### src/hw/rtl/wide_char_to_integer_parser_macros.svh
// ----------------------------------------------------------------------------
// Assertion macros for the wide character to integer parser
// Concurrent checks clocked on the rising edge, disabled during reset.
// ----------------------------------------------------------------------------
`ifndef WIDE_CHAR_TO_INTEGER_PARSER_MACROS_SVH
`define WIDE_CHAR_TO_INTEGER_PARSER_MACROS_SVH

`ifndef NO_ASSERTIONS

// Property holds at every edge outside reset
`define WCIP_ASSERT(label, clk, rst, prop, msg) \
  label: assert property (@(posedge clk) disable iff (rst) (prop)) else $error(msg);

// Antecedent in this cycle implies consequent in the same cycle
`define WCIP_ASSERT_SAME(label, clk, rst, ante, cons, msg) \
  label: assert property (@(posedge clk) disable iff (rst) (ante) |-> (cons)) else $error(msg);

// Antecedent in this cycle implies consequent in the next cycle
`define WCIP_ASSERT_NEXT(label, clk, rst, ante, cons, msg) \
  label: assert property (@(posedge clk) disable iff (rst) (ante) |=> (cons)) else $error(msg);

`else

`define WCIP_ASSERT(label, clk, rst, prop, msg)
`define WCIP_ASSERT_SAME(label, clk, rst, ante, cons, msg)
`define WCIP_ASSERT_NEXT(label, clk, rst, ante, cons, msg)

`endif

`endif

### src/hw/rtl/wcip_pkg.sv
// ----------------------------------------------------------------------------
// wcip_pkg
// Shared types, codes and the digit decoder of the character parser.
// ----------------------------------------------------------------------------
package wcip_pkg;

  localparam int CHAR_WIDTH      = 16;
  localparam int LIMIT_WIDTH     = 16;
  localparam int CONSUMED_WIDTH  = 17;
  localparam int CFG_INDEX_WIDTH = 2;
  localparam int CFG_DATA_WIDTH  = 16;

  // Result status codes
  typedef enum logic [1:0] {
    STATUS_NO_DIGIT = 2'd0,
    STATUS_OK       = 2'd1,
    STATUS_OVERFLOW = 2'd2
  } status_t;

  // Parse modes
  localparam logic [1:0] MODE_SIGNED_DEC   = 2'd0;
  localparam logic [1:0] MODE_UNSIGNED_DEC = 2'd1;
  localparam logic [1:0] MODE_HEX          = 2'd2;

  // Configuration register indexes
  localparam logic [CFG_INDEX_WIDTH-1:0] CFG_PARSE_MODE  = 2'd0;
  localparam logic [CFG_INDEX_WIDTH-1:0] CFG_DIGIT_LIMIT = 2'd1;

  // Character codes
  localparam logic [CHAR_WIDTH-1:0] CHAR_MINUS   = 16'h002D;
  localparam logic [CHAR_WIDTH-1:0] CHAR_PLUS    = 16'h002B;
  localparam logic [CHAR_WIDTH-1:0] CHAR_ZERO    = 16'h0030;
  localparam logic [CHAR_WIDTH-1:0] CHAR_NINE    = 16'h0039;
  localparam logic [CHAR_WIDTH-1:0] CHAR_LOWER_A = 16'h0061;
  localparam logic [CHAR_WIDTH-1:0] CHAR_LOWER_F = 16'h0066;
  localparam logic [CHAR_WIDTH-1:0] CHAR_UPPER_A = 16'h0041;
  localparam logic [CHAR_WIDTH-1:0] CHAR_UPPER_F = 16'h0046;

  // Digit values
  localparam logic [4:0] RADIX_DEC    = 5'd10;
  localparam logic [4:0] RADIX_HEX    = 5'd16;
  localparam logic [4:0] DIGIT_NONE   = 5'd16;
  localparam logic [4:0] LETTER_SHIFT = 5'd9;

  // Configuration register file
  typedef struct packed {
    logic [1:0]             parse_mode;
    logic [LIMIT_WIDTH-1:0] digit_limit;
  } cfg_t;

  // Parse state flags
  typedef struct packed {
    logic parsing;
    logic negative;
    logic sign_seen;
  } flags_t;

  // Result control from the step logic
  typedef struct packed {
    logic    emit;
    status_t status;
  } step_out_t;

  // Digit value 0..15, or DIGIT_NONE when not a digit
  function automatic logic [4:0] decode_digit(input logic [CHAR_WIDTH-1:0] ch,
                                              input logic hex);
    logic [4:0] d;
    d = DIGIT_NONE;
    if (ch inside {[CHAR_ZERO:CHAR_NINE]}) begin
      d = {1'b0, ch[3:0]};
    end else if (hex && (ch inside {[CHAR_LOWER_A:CHAR_LOWER_F],
                                    [CHAR_UPPER_A:CHAR_UPPER_F]})) begin
      d = {1'b0, ch[3:0]} + LETTER_SHIFT;
    end
    return d;
  endfunction

endpackage

### src/hw/rtl/wcip_step.sv
// ----------------------------------------------------------------------------
// wcip_step
// One character of parse: digit decode, radix multiply, add, bound compare,
// next state and the result it finishes, all in one combinational pass.
// ----------------------------------------------------------------------------
module wcip_step #(
  parameter int VALUE_WIDTH = 64,
  parameter int COUNT_WIDTH = 16
) (
  input  wcip_pkg::cfg_t                        cfg,
  input  logic [wcip_pkg::CHAR_WIDTH-1:0]       character,
  input  logic                                  string_start,
  input  logic [VALUE_WIDTH-1:0]                acc,
  input  logic [COUNT_WIDTH-1:0]                cnt,
  input  wcip_pkg::flags_t                      flags,
  output logic [VALUE_WIDTH-1:0]                acc_next,
  output logic [COUNT_WIDTH-1:0]                cnt_next,
  output wcip_pkg::flags_t                      flags_next,
  output wcip_pkg::step_out_t                   result,
  output logic [VALUE_WIDTH-1:0]                value,
  output logic [wcip_pkg::CONSUMED_WIDTH-1:0]   consumed
);
  import wcip_pkg::*;

  localparam int BW    = VALUE_WIDTH + 4;
  localparam int CMP_W = (COUNT_WIDTH > LIMIT_WIDTH) ? COUNT_WIDTH : LIMIT_WIDTH;
  localparam int SUM_W = COUNT_WIDTH + 1;
  localparam int EXT_W = (SUM_W > CONSUMED_WIDTH) ? SUM_W : CONSUMED_WIDTH;

  logic                   hex;
  logic                   is_signed;
  logic [VALUE_WIDTH-1:0] acc_cur;
  logic [COUNT_WIDTH-1:0] cnt_cur;
  logic [COUNT_WIDTH-1:0] cnt_inc;
  flags_t                 flags_cur;
  logic                   take_sign;
  logic [4:0]             digit;
  logic                   is_digit;
  logic [BW-1:0]          bound;
  logic [BW-1:0]          product;
  logic [BW-1:0]          grown;
  logic                   over;
  logic                   lim_cur;
  logic                   lim_inc;
  logic [EXT_W-1:0]       count_sum;

  // A string start clears the running parse
  always_comb begin
    hex       = cfg.parse_mode[1];
    is_signed = (cfg.parse_mode == MODE_SIGNED_DEC);
    acc_cur   = string_start ? '0 : acc;
    cnt_cur   = string_start ? '0 : cnt;
    flags_cur = string_start ? '{parsing: 1'b1, negative: 1'b0, sign_seen: 1'b0} : flags;
    cnt_inc   = cnt_cur + COUNT_WIDTH'(1);
    take_sign = string_start && is_signed &&
                ((character == CHAR_MINUS) || (character == CHAR_PLUS));
  end

  // Digit limit or counter saturation, before and after this digit
  assign lim_cur = (CMP_W'(cnt_cur) >= CMP_W'(cfg.digit_limit)) || (&cnt_cur);
  assign lim_inc = (CMP_W'(cnt_inc) >= CMP_W'(cfg.digit_limit)) || (&cnt_inc);

  // Decode and grow: acc*radix + d checked against the bound
  always_comb begin
    digit    = decode_digit(character, hex);
    is_digit = digit < (hex ? RADIX_HEX : RADIX_DEC);
    if (is_signed) begin
      bound = {5'b0, {(VALUE_WIDTH-1){1'b1}}} + BW'(flags_cur.negative);
    end else begin
      bound = {4'b0, {VALUE_WIDTH{1'b1}}};
    end
    if (hex) begin
      product = {acc_cur, 4'b0};
    end else begin
      product = {1'b0, acc_cur, 3'b0} + {3'b0, acc_cur, 1'b0};
    end
    grown = product + BW'(digit);
    over  = grown > bound;
  end

  // Next state and result control
  always_comb begin
    acc_next      = acc_cur;
    cnt_next      = cnt_cur;
    flags_next    = flags_cur;
    result.emit   = 1'b0;
    result.status = STATUS_NO_DIGIT;
    if (take_sign) begin
      flags_next.sign_seen = 1'b1;
      flags_next.negative  = (character == CHAR_MINUS);
      if (lim_cur) begin
        result.emit        = 1'b1;
        flags_next.parsing = 1'b0;
      end
    end else if (!flags_cur.parsing) begin
      // idle character: ignored
    end else if (lim_cur || !is_digit) begin
      result.emit        = 1'b1;
      result.status      = (cnt_cur != '0) ? STATUS_OK : STATUS_NO_DIGIT;
      flags_next.parsing = 1'b0;
    end else if (over) begin
      result.emit        = 1'b1;
      result.status      = STATUS_OVERFLOW;
      flags_next.parsing = 1'b0;
    end else begin
      acc_next = grown[VALUE_WIDTH-1:0];
      cnt_next = cnt_inc;
      if (lim_inc) begin
        result.emit        = 1'b1;
        result.status      = STATUS_OK;
        flags_next.parsing = 1'b0;
      end
    end
  end

  // Result payload from the state as it stands after this character
  always_comb begin
    value     = flags_next.negative ? (VALUE_WIDTH'(0) - acc_next) : acc_next;
    count_sum = EXT_W'(cnt_next) + EXT_W'(flags_next.sign_seen);
    if (count_sum > EXT_W'({CONSUMED_WIDTH{1'b1}})) begin
      consumed = '1;
    end else begin
      consumed = count_sum[CONSUMED_WIDTH-1:0];
    end
  end

endmodule

### src/hw/rtl/wide_char_to_integer_parser.sv
// ----------------------------------------------------------------------------
// wide_char_to_integer_parser: streaming strtol-style wide character parser
// Input register, one decode/multiply/add/compare stage, result register.
// Throughput: one character per cycle unless the result channel stalls.
// Reset: synchronous; idle, parse_mode signed decimal, digit_limit 65535.
// ----------------------------------------------------------------------------
`include "wide_char_to_integer_parser_macros.svh"

module wide_char_to_integer_parser #(
  parameter int VALUE_WIDTH = 64,
  parameter int COUNT_WIDTH = 16
) (
  input  logic                                  clk,
  input  logic                                  rst,
  // character channel
  input  logic                                  char_valid,
  output logic                                  char_stall,
  input  logic [wcip_pkg::CHAR_WIDTH-1:0]       character,
  input  logic                                  string_start,
  // result channel
  output logic                                  result_valid,
  input  logic                                  result_stall,
  output wcip_pkg::status_t                     status,
  output logic [VALUE_WIDTH-1:0]                value,
  output logic [wcip_pkg::CONSUMED_WIDTH-1:0]   consumed,
  // configuration write channel
  input  logic                                  cfg_valid,
  output logic                                  cfg_ready,
  input  logic [wcip_pkg::CFG_INDEX_WIDTH-1:0]  cfg_index,
  input  logic [wcip_pkg::CFG_DATA_WIDTH-1:0]   cfg_data
);
  import wcip_pkg::*;

  cfg_t                          cfg;
  logic                          char_held;
  logic [CHAR_WIDTH-1:0]         char_reg;
  logic                          start_reg;
  logic [VALUE_WIDTH-1:0]        acc;
  logic [COUNT_WIDTH-1:0]        cnt;
  flags_t                        flags;
  logic [VALUE_WIDTH-1:0]        acc_next;
  logic [COUNT_WIDTH-1:0]        cnt_next;
  flags_t                        flags_next;
  step_out_t                     step;
  logic [VALUE_WIDTH-1:0]        step_value;
  logic [CONSUMED_WIDTH-1:0]     step_consumed;
  logic                          advance;
  logic                          char_accept;

  // Handshake: the held character moves on when the result slot is free
  assign cfg_ready   = 1'b1;
  assign advance     = char_held && (!result_valid || !result_stall);
  assign char_stall  = char_held && !advance;
  assign char_accept = char_valid && !char_stall;

  // Configuration registers
  always_ff @(posedge clk) begin
    if (rst) begin
      cfg.parse_mode  <= MODE_SIGNED_DEC;
      cfg.digit_limit <= '1;
    end else if (cfg_valid && cfg_ready) begin
      case (cfg_index)
        CFG_PARSE_MODE:  cfg.parse_mode  <= cfg_data[1:0];
        CFG_DIGIT_LIMIT: cfg.digit_limit <= cfg_data[LIMIT_WIDTH-1:0];
        default: ;
      endcase
    end
  end

  // Input register
  always_ff @(posedge clk) begin
    if (rst) begin
      char_held <= 1'b0;
    end else if (char_accept) begin
      char_held <= 1'b1;
    end else if (advance) begin
      char_held <= 1'b0;
    end
    if (char_accept) begin
      char_reg  <= character;
      start_reg <= string_start;
    end
  end

  wcip_step #(
    .VALUE_WIDTH (VALUE_WIDTH),
    .COUNT_WIDTH (COUNT_WIDTH)
  ) u_step (
    .cfg          (cfg),
    .character    (char_reg),
    .string_start (start_reg),
    .acc          (acc),
    .cnt          (cnt),
    .flags        (flags),
    .acc_next     (acc_next),
    .cnt_next     (cnt_next),
    .flags_next   (flags_next),
    .result       (step),
    .value        (step_value),
    .consumed     (step_consumed)
  );

  // Parse state
  always_ff @(posedge clk) begin
    if (rst) begin
      acc   <= '0;
      cnt   <= '0;
      flags <= '0;
    end else if (advance) begin
      acc   <= acc_next;
      cnt   <= cnt_next;
      flags <= flags_next;
    end
  end

  // Result register
  always_ff @(posedge clk) begin
    if (rst) begin
      result_valid <= 1'b0;
    end else if (advance && step.emit) begin
      result_valid <= 1'b1;
    end else if (!result_stall) begin
      result_valid <= 1'b0;
    end
    if (advance && step.emit) begin
      status   <= step.status;
      value    <= step_value;
      consumed <= step_consumed;
    end
  end

  // Checks
  `WCIP_ASSERT_NEXT(a_emit_shows, clk, rst, advance && step.emit, result_valid, "result lost")
  `WCIP_ASSERT_NEXT(a_emit_idles, clk, rst, advance && step.emit, !flags.parsing, "parse still open after result")
  `WCIP_ASSERT_SAME(a_no_digit_zero, clk, rst, result_valid && (status == STATUS_NO_DIGIT), value == '0, "no-digit result has nonzero value")
  `WCIP_ASSERT_SAME(a_ok_consumed, clk, rst, result_valid && (status == STATUS_OK), consumed != '0, "success with nothing consumed")
  `WCIP_ASSERT_SAME(a_stall_cause, clk, rst, char_stall, char_held && result_valid && result_stall, "character stalled without cause")

endmodule
### config.mk
export PLATFORM = sky130hd
export DESIGN_NAME = wide_char_to_integer_parser
export DESIGN_NICKNAME = d
export VERILOG_FILES = /design/src/hw/rtl/wcip_pkg.sv /design/src/hw/rtl/wcip_step.sv /design/src/hw/rtl/wide_char_to_integer_parser.sv
export VERILOG_INCLUDE_DIRS = /design/src /design/src/hw/rtl
export SDC_FILE = /design/constraint.sdc
export NUM_CORES = 1
export LEC_CHECK = 0
export ABC_AREA = 1
export BUFFER_PORTS_ARGS = -buffer_cell sky130_fd_sc_hd__buf_2
export CORE_MARGIN = 5
export CORE_UTILIZATION = 60
export DETAILED_ROUTE_END_ITERATION = 10
export PLACE_DENSITY = 0.78
export SLEW_MARGIN = 20
export SYNTH_ARGS = -nofsm -noshare
export SYNTH_HDL_FRONTEND = slang
export SYNTH_SLANG_ARGS = --single-unit
export TNS_END_PERCENT = 20
### constraint.sdc
create_clock -name clk -period 12.1 [get_ports clk]
set_clock_uncertainty 0.2 [all_clocks]
set_input_delay 2.42 -clock clk [delete_from_list [all_inputs] [get_ports clk]]
set_output_delay 2.42 -clock clk [all_outputs]
set_load 0.01 [all_outputs]
Yosys cells after proc, flatten, opt, wreduce, memory -nomap -nowiden
Index checks and enable logic that the tools add are counted.
- flip-flop bits (word level): 203
- bits in latches: 0
- RAM bits: 0
- bits in read-only memories: 0
- input bits: 40
- word-level logic and storage cells: 102
- memories: 0
- add/sub/neg operators: 7
- multiply operators: 0
- div/mod/pow operators: 0
- $lt $le $gt $ge: 11
- equal/unequal tests: 4
- shift operators: 0
- mux-type cells: 35
- bitwise logic cells: 1
- reductions and logical operators: 30
- operators with widths (kind ; count):
    2-to-1 mux 64 bit ; 6
    2-to-1 mux 68 bit ; 2
    2-to-1 mux 16 bit ; 5
    adder 67 x 65 -> 68 bit ; 1
    adder 68 x 5 -> 68 bit ; 1
    > comparator 68 bit ; 1
    adder 63 x 1 -> 64 bit, first input constant ; 1
    subtractor 1 x 64 -> 64 bit, first input constant ; 1
    == test 16 x 6 -> 1 bit, second input constant ; 2
    >= comparator 16 bit ; 2
    >= comparator 16 x 7 -> 1 bit, second input constant ; 2
    <= comparator 16 x 7 -> 1 bit, second input constant ; 2
    AND reduction 16 bit ; 2
    adder 16 x 1 -> 17 bit ; 1
    > comparator 17 bit, second input constant ; 1
    adder 16 x 1 -> 16 bit, second input constant ; 1
    >= comparator 16 x 6 -> 1 bit, second input constant ; 1
    <= comparator 16 x 6 -> 1 bit, second input constant ; 1
    nonzero test 16 bit ; 1
    2-to-1 mux 3 bit ; 5
    2-to-1 mux 5 bit ; 3
    2-to-1 mux 1 bit ; 13
    logical AND 1 bit ; 10
    adder 4 x 4 -> 5 bit, second input constant ; 1
    other kinds (11) ; 22

Longest topological paths before layout
- word-level depth: 14
- depth in mapped cells: 59
- mapped depth without buffers: 56

By module
A second synthesis with hierarchy kept.
- cell total of the unflattened synthesis: 4185
- area, all modules: 24629.9 um2
- by module, submodules not included (module ; times used ; cells each ; area each (um2) ; seq. area each (um2)):
    wcip_step ; 1 ; 3518 ; 17152.7 ; 0.0
    wide_char_to_integer_parser ; 1 ; 667 ; 7477.2 ; 5064.9

Worst setup path before layout
No wires, ideal clock.
- path kind: register to register
- start point: register start_reg
- end point: register consumed[0] (netlist bit) (enable)
- setup time: 0.437 ns
- arrival time: 8.211 ns
- slack: 3.252 ns
- stages on the path, launching flop included: 29
- cells stage by stage: edfxtp_1 -> buf_4 -> clkbuf_1 -> buf_2 -> buf_6 -> buf_2 -> buf_1 -> nor2_1 -> inv_1 -> nor2_1 -> ha_1 -> nand4_1 -> or2_2 -> nor4_1 -> nand3_1 -> o2111ai_1 -> nand2_1 -> nand2_1 -> nand2_1 -> a21oi_1 -> o21bai_1 -> nand3_2 -> nor2_8 -> nand3_2 -> buf_2 -> nor2_1 -> nor2_1 -> o21ai_0 -> inv_1
- cells in the longest elaborated chain, start to end: 10
- elaborated cells on any way between the ends: 26
- classes of those cells: add/sub: 4; order compare: 3; mux: 11; reduce/logical: 8
- ends and longest elaborated chain (element ; line ; text):
    from (decl) ; wide_char_to_integer_parser.sv:37 ; logic start_reg;
    from (signal assigned) ; wide_char_to_integer_parser.sv:81 ; start_reg <= string_start;
    2-to-1 mux 64 bit / 2-to-1 mux 16 bit (equally long branches) ; wcip_step.sv:51, wcip_step.sv:52 ;
    adder 67 x 65 -> 68 bit / adder 16 x 1 -> 16 bit (equally long branches) ; wcip_step.sv:75, wcip_step.sv:54 ;
    2-to-1 mux 68 bit (tied with other cells) ; wcip_step.sv:72 ; if (hex) begin
    adder 68 x 5 -> 68 bit / logical OR 1 bit (equally long branches) ; wcip_step.sv:77, wcip_step.sv:61 ;
    > comparator 68 bit / 2-to-1 mux 3 bit (equally long branches) ; wcip_step.sv:78, wcip_step.sv:108 ;
    2-to-1 mux 3 bit ; wcip_step.sv:101 ; end else if (over) begin
    2-to-1 mux 3 bit ; wcip_step.sv:97 ; end else if (lim_cur || !is_digit) begin
    2-to-1 mux 3 bit ; wcip_step.sv:95 ; end else if (!flags_cur.parsing) begin
    2-to-1 mux 1 bit (*) ; wcip_step.sv:88 ; if (take_sign) begin
    logical AND 1 bit (*) ; wide_char_to_integer_parser.sv:125 ; if (advance && step.emit) begin
    to (signal assigned) ; wide_char_to_integer_parser.sv:128 ; consumed <= step_consumed;
    to (decl) ; wide_char_to_integer_parser.sv:25 ; output logic [wcip_pkg::CONSUMED_WIDTH-1:0] consumed,
Mark *: on every way between the ends. The rest lies on a longest branch, timed or not.
A chain may end at the register's enable or synchronous reset.

Final worst setup path
- start point: register start_reg
- end point: register value[52], data pin
- cells in the longest elaborated chain, start to end: 11
- elaborated cells on any way between the ends: 22
- classes of those cells: add/sub: 4; order compare: 2; mux: 11; reduce/logical: 5
- ends and longest elaborated chain (element ; line ; text):
    2-to-1 mux 64 bit ; wcip_step.sv:51 ; acc_cur = string_start ? '0 : acc;
    adder 67 x 65 -> 68 bit ; wcip_step.sv:75 ; product = {1'b0, acc_cur, 3'b0} + {3'b0, acc_cur, 1'b0};
    2-to-1 mux 68 bit ; wcip_step.sv:72 ;
    adder 68 x 5 -> 68 bit ; wcip_step.sv:77 ; grown = product + BW'(digit);
    > comparator 68 bit ; wcip_step.sv:78 ; over = grown > bound;
    2-to-1 mux 64 bit ; wcip_step.sv:101 ;
    2-to-1 mux 64 bit ; wcip_step.sv:97 ;
    2-to-1 mux 64 bit ; wcip_step.sv:95 ;
    2-to-1 mux 64 bit ; wcip_step.sv:88 ;
    subtractor 1 x 64 -> 64 bit ; wcip_step.sv:118 ; value = flags_next.negative ? (VALUE_WIDTH'(0) - acc_next) : acc_next;
    2-to-1 mux 64 bit (*) ; wcip_step.sv:118 ;
    named net step_value[52] ; wide_char_to_integer_parser.sv:45 ; logic [VALUE_WIDTH-1:0] step_value;
    to (signal assigned) ; wide_char_to_integer_parser.sv:127 ; value <= step_value;
    to (decl) ; wide_char_to_integer_parser.sv:24 ; output logic [VALUE_WIDTH-1:0] value,
Mark *: on every way through the listed nets, which the timed path passes. The rest lies on a longest branch.

==> run metrics <==
largest net degree at the start of global routing=86; r2r worst-path depth=46; CP max stage cell=inv_4; top area cells in the synthesized netlist=nand2_1, edfxtp_1, inv_1; Area Growth Syn to Fin=6.59%; initial DRC count=3,468; Synth cell types=67; DR vias/cell=5.81; worst reg-to-reg setup slack=2120 ps; WP data arrival=about 10,000 ps; Worst-Margin Slew=1060 ps; WP buf/inv=3; die span in x=around 210 microns; Avg Synthesized Cell Area=~6 sq um; Top FF cell, synth=dfxtp_1; CTS buffer count=23; Slew Limit Headroom=between 20 and 30%; Placeable Area=39,800 sq um; Clk Latency, worst-skew pair=between 500 and 600 ps; Seq cells post-synth=203; Sum Neg Setup Slack=0 ps; Avg WL per Cell=18.8 microns; number of setup buffers added after CTS=0; depth of the CTS H-tree=1; fmax=~100 MHz; area leader, netlist=nand2_1; Regs by FF count=acc x64, value x64, cfg x18; Mapped Nets=4,250; residual DRC count=0; FFs w/ async S/R, synth=0%; hold_ws=320 ps; Total GRT Usage=38.0%; total of max-cap violations=0; status=complete, no violations; first-pass GRT wire length=135,000 microns; vias in the first global route=24,500; input/output buffers=about 120; Synth Warn #=0; Root Buffer=clkbuf_16; crit end category=flop; most used cell along the critical path=nand2_1; drt total wl=87,700 microns; Final Slew Violations=0; max incr delay on CP=approximately 650 ps; Leakage=0.0132 uW; final-report hold violation count=0; CP Launch Type=flop; GRT overflow=0; die height=211 microns; Setup crit start=start_reg; CTS clk-pin slew, worst paths=approximately 60 ps; initial antenna violation count=1; share of cells above drive strength 1=10.7%; dpl hpwl=71,100 microns; CP Depth=46; pwr dens=88.2 nW/um^2; Synth Instances=4,053; min-delay worst type=reg2reg; top-level I/O count=126; Initial Utilization=about 60%; RD Place Congestion=1.09; CTS tree=yes; TritonCTS Sinks=203; maximum VDD drop=0.113 mV; Worst R2R Start=start_reg; Detail Route Antenna Nets=0; EDFF count, synth=100; CP Class=reg2reg; Req. time, crit path=~12,000 ps; Synth top area share=a little under a fifth; final worst path period need=9980 ps; Top delay family on crit path=simple AND/OR/NAND/NOR gates; WHS Path Cells=2; 1st-pass router iterations=7; Final period util=around 82%; die footprint=44,500 sq um; cts hold-fix bufs=0; unrepaired setup endpoints after global routing=false; Vias=27,100; setup violators final=0; CP max FO=52; Clock Path Buffers=3; post-cts sizing count=0; synthesized area=24,300 sq um; Rows=73; diodes inserted=0; post-synthesis sequential area ratio=20.9%; NumNets Final=4,313; min-delay src=cfg[0]
## cells by family (layout without fill, tap and decap cells)
group / count (synthesis) / in the layout / share of synthesized area [%]
adder cells (fa/ha/maj): 157 / 157 / 8.13
flip-flops: 203 / 203 / 20.9
other: 1 / 1 / 0.0155
buffers and inverters: 774 / 853 / 12.8
AO/OA/AOI/OAI: 524 / 524 / 12.0
XOR/XNOR: 117 / 117 / 4.23
AND/OR/NAND/NOR: 2277 / 2277 / 41.9
## cell usage after synthesis (all sizes together), types with 8 or more instances
cell type and count:
a21boi 8, a21oi 221, buf 51, clkbuf 50, dfxtp 103, edfxtp 100, ha 156, inv 668
nand2 1248, nand3 289, nand3b 18, nand4 122, nor2 536, nor3 42, nor4 14, o211ai 22
o21a 10, o21ai 231, xnor2 18, xor2 99
## placed cells by master (no fill, tap or decap), types with 23 or more instances in the layout
cell	n
xor2_1	99
nand2_2	62
o21ai_1	32
inv_2	67
nor3_1	41
nor2_4	23
edfxtp_1	100
buf_2	124
nand2_1	1166
ha_1	156
inv_1	599
nor2_1	462
nor2_2	47
a21oi_1	220
o21ai_0	184
nand3_1	271
clkbuf_16	23
nand4_1	119
dfxtp_1	102
## metal layers
metal	track usage, %	share of wire [%]	routed length [microns]
met5	0	0	0
met4	15.9	4.9	4270
met3	6.40	11	9970
met2	56.2	41	36300
met1	54.8	42	37200
## final timing paths
kind | end
setup / recovery | value[52]
hold / removal | cfg[0]
setup reg to reg | value[52]
hold reg to reg | cfg[0]
## tightest hold or removal path, delay by kind of cell, from the launching register on
| kind | cells | cell delay [ps] |
|---|---|---|
| DFF | 1 | 330 |
| and+or+nand+nor | 2 | 140 |
## through the flow
step	setup WS, ps	power [uW]	cell area, sq um	util (%)	std cells
3_3_place_gp	2580	1550	25100	63.1	4616
3_5_place_dp	2470	1550	25100	63.1	4616
4_1_cts	2420	2260	25800	64.9	4657
6_report	2120	2280	25800	64.9	4657
2_1_floorplan	3250	1350	24300	-	4053
5_1_grt	1600	2390	25800	64.9	4657
## power by group
| part | switching [uW] | leakage [uW] | internal (uW) |
|---|---|---|---|
| logic | 556 | 0.0110 | 216 |
| clock network | 308 | 0.000362 | 403 |
| registers | 25.9 | 0.00179 | 773 |
| total | 890 | 0.0132 | 1390 |
## area by class of cell
| cell class | instances | area, sq um |
|---|---|---|
| repair buffers | 140 | 753 |
| multi-input cells | 3076 | 16100 |
| flip-flops and latches | 203 | 5070 |
| clock buffers | 29 | 608 |
| well taps | 525 | 657 |
| clock inverters | 12 | 133 |
| inverters | 672 | 2530 |
| fillers | 3988 | 14000 |
Note: power is estimated with default switching activity, not from simulation.
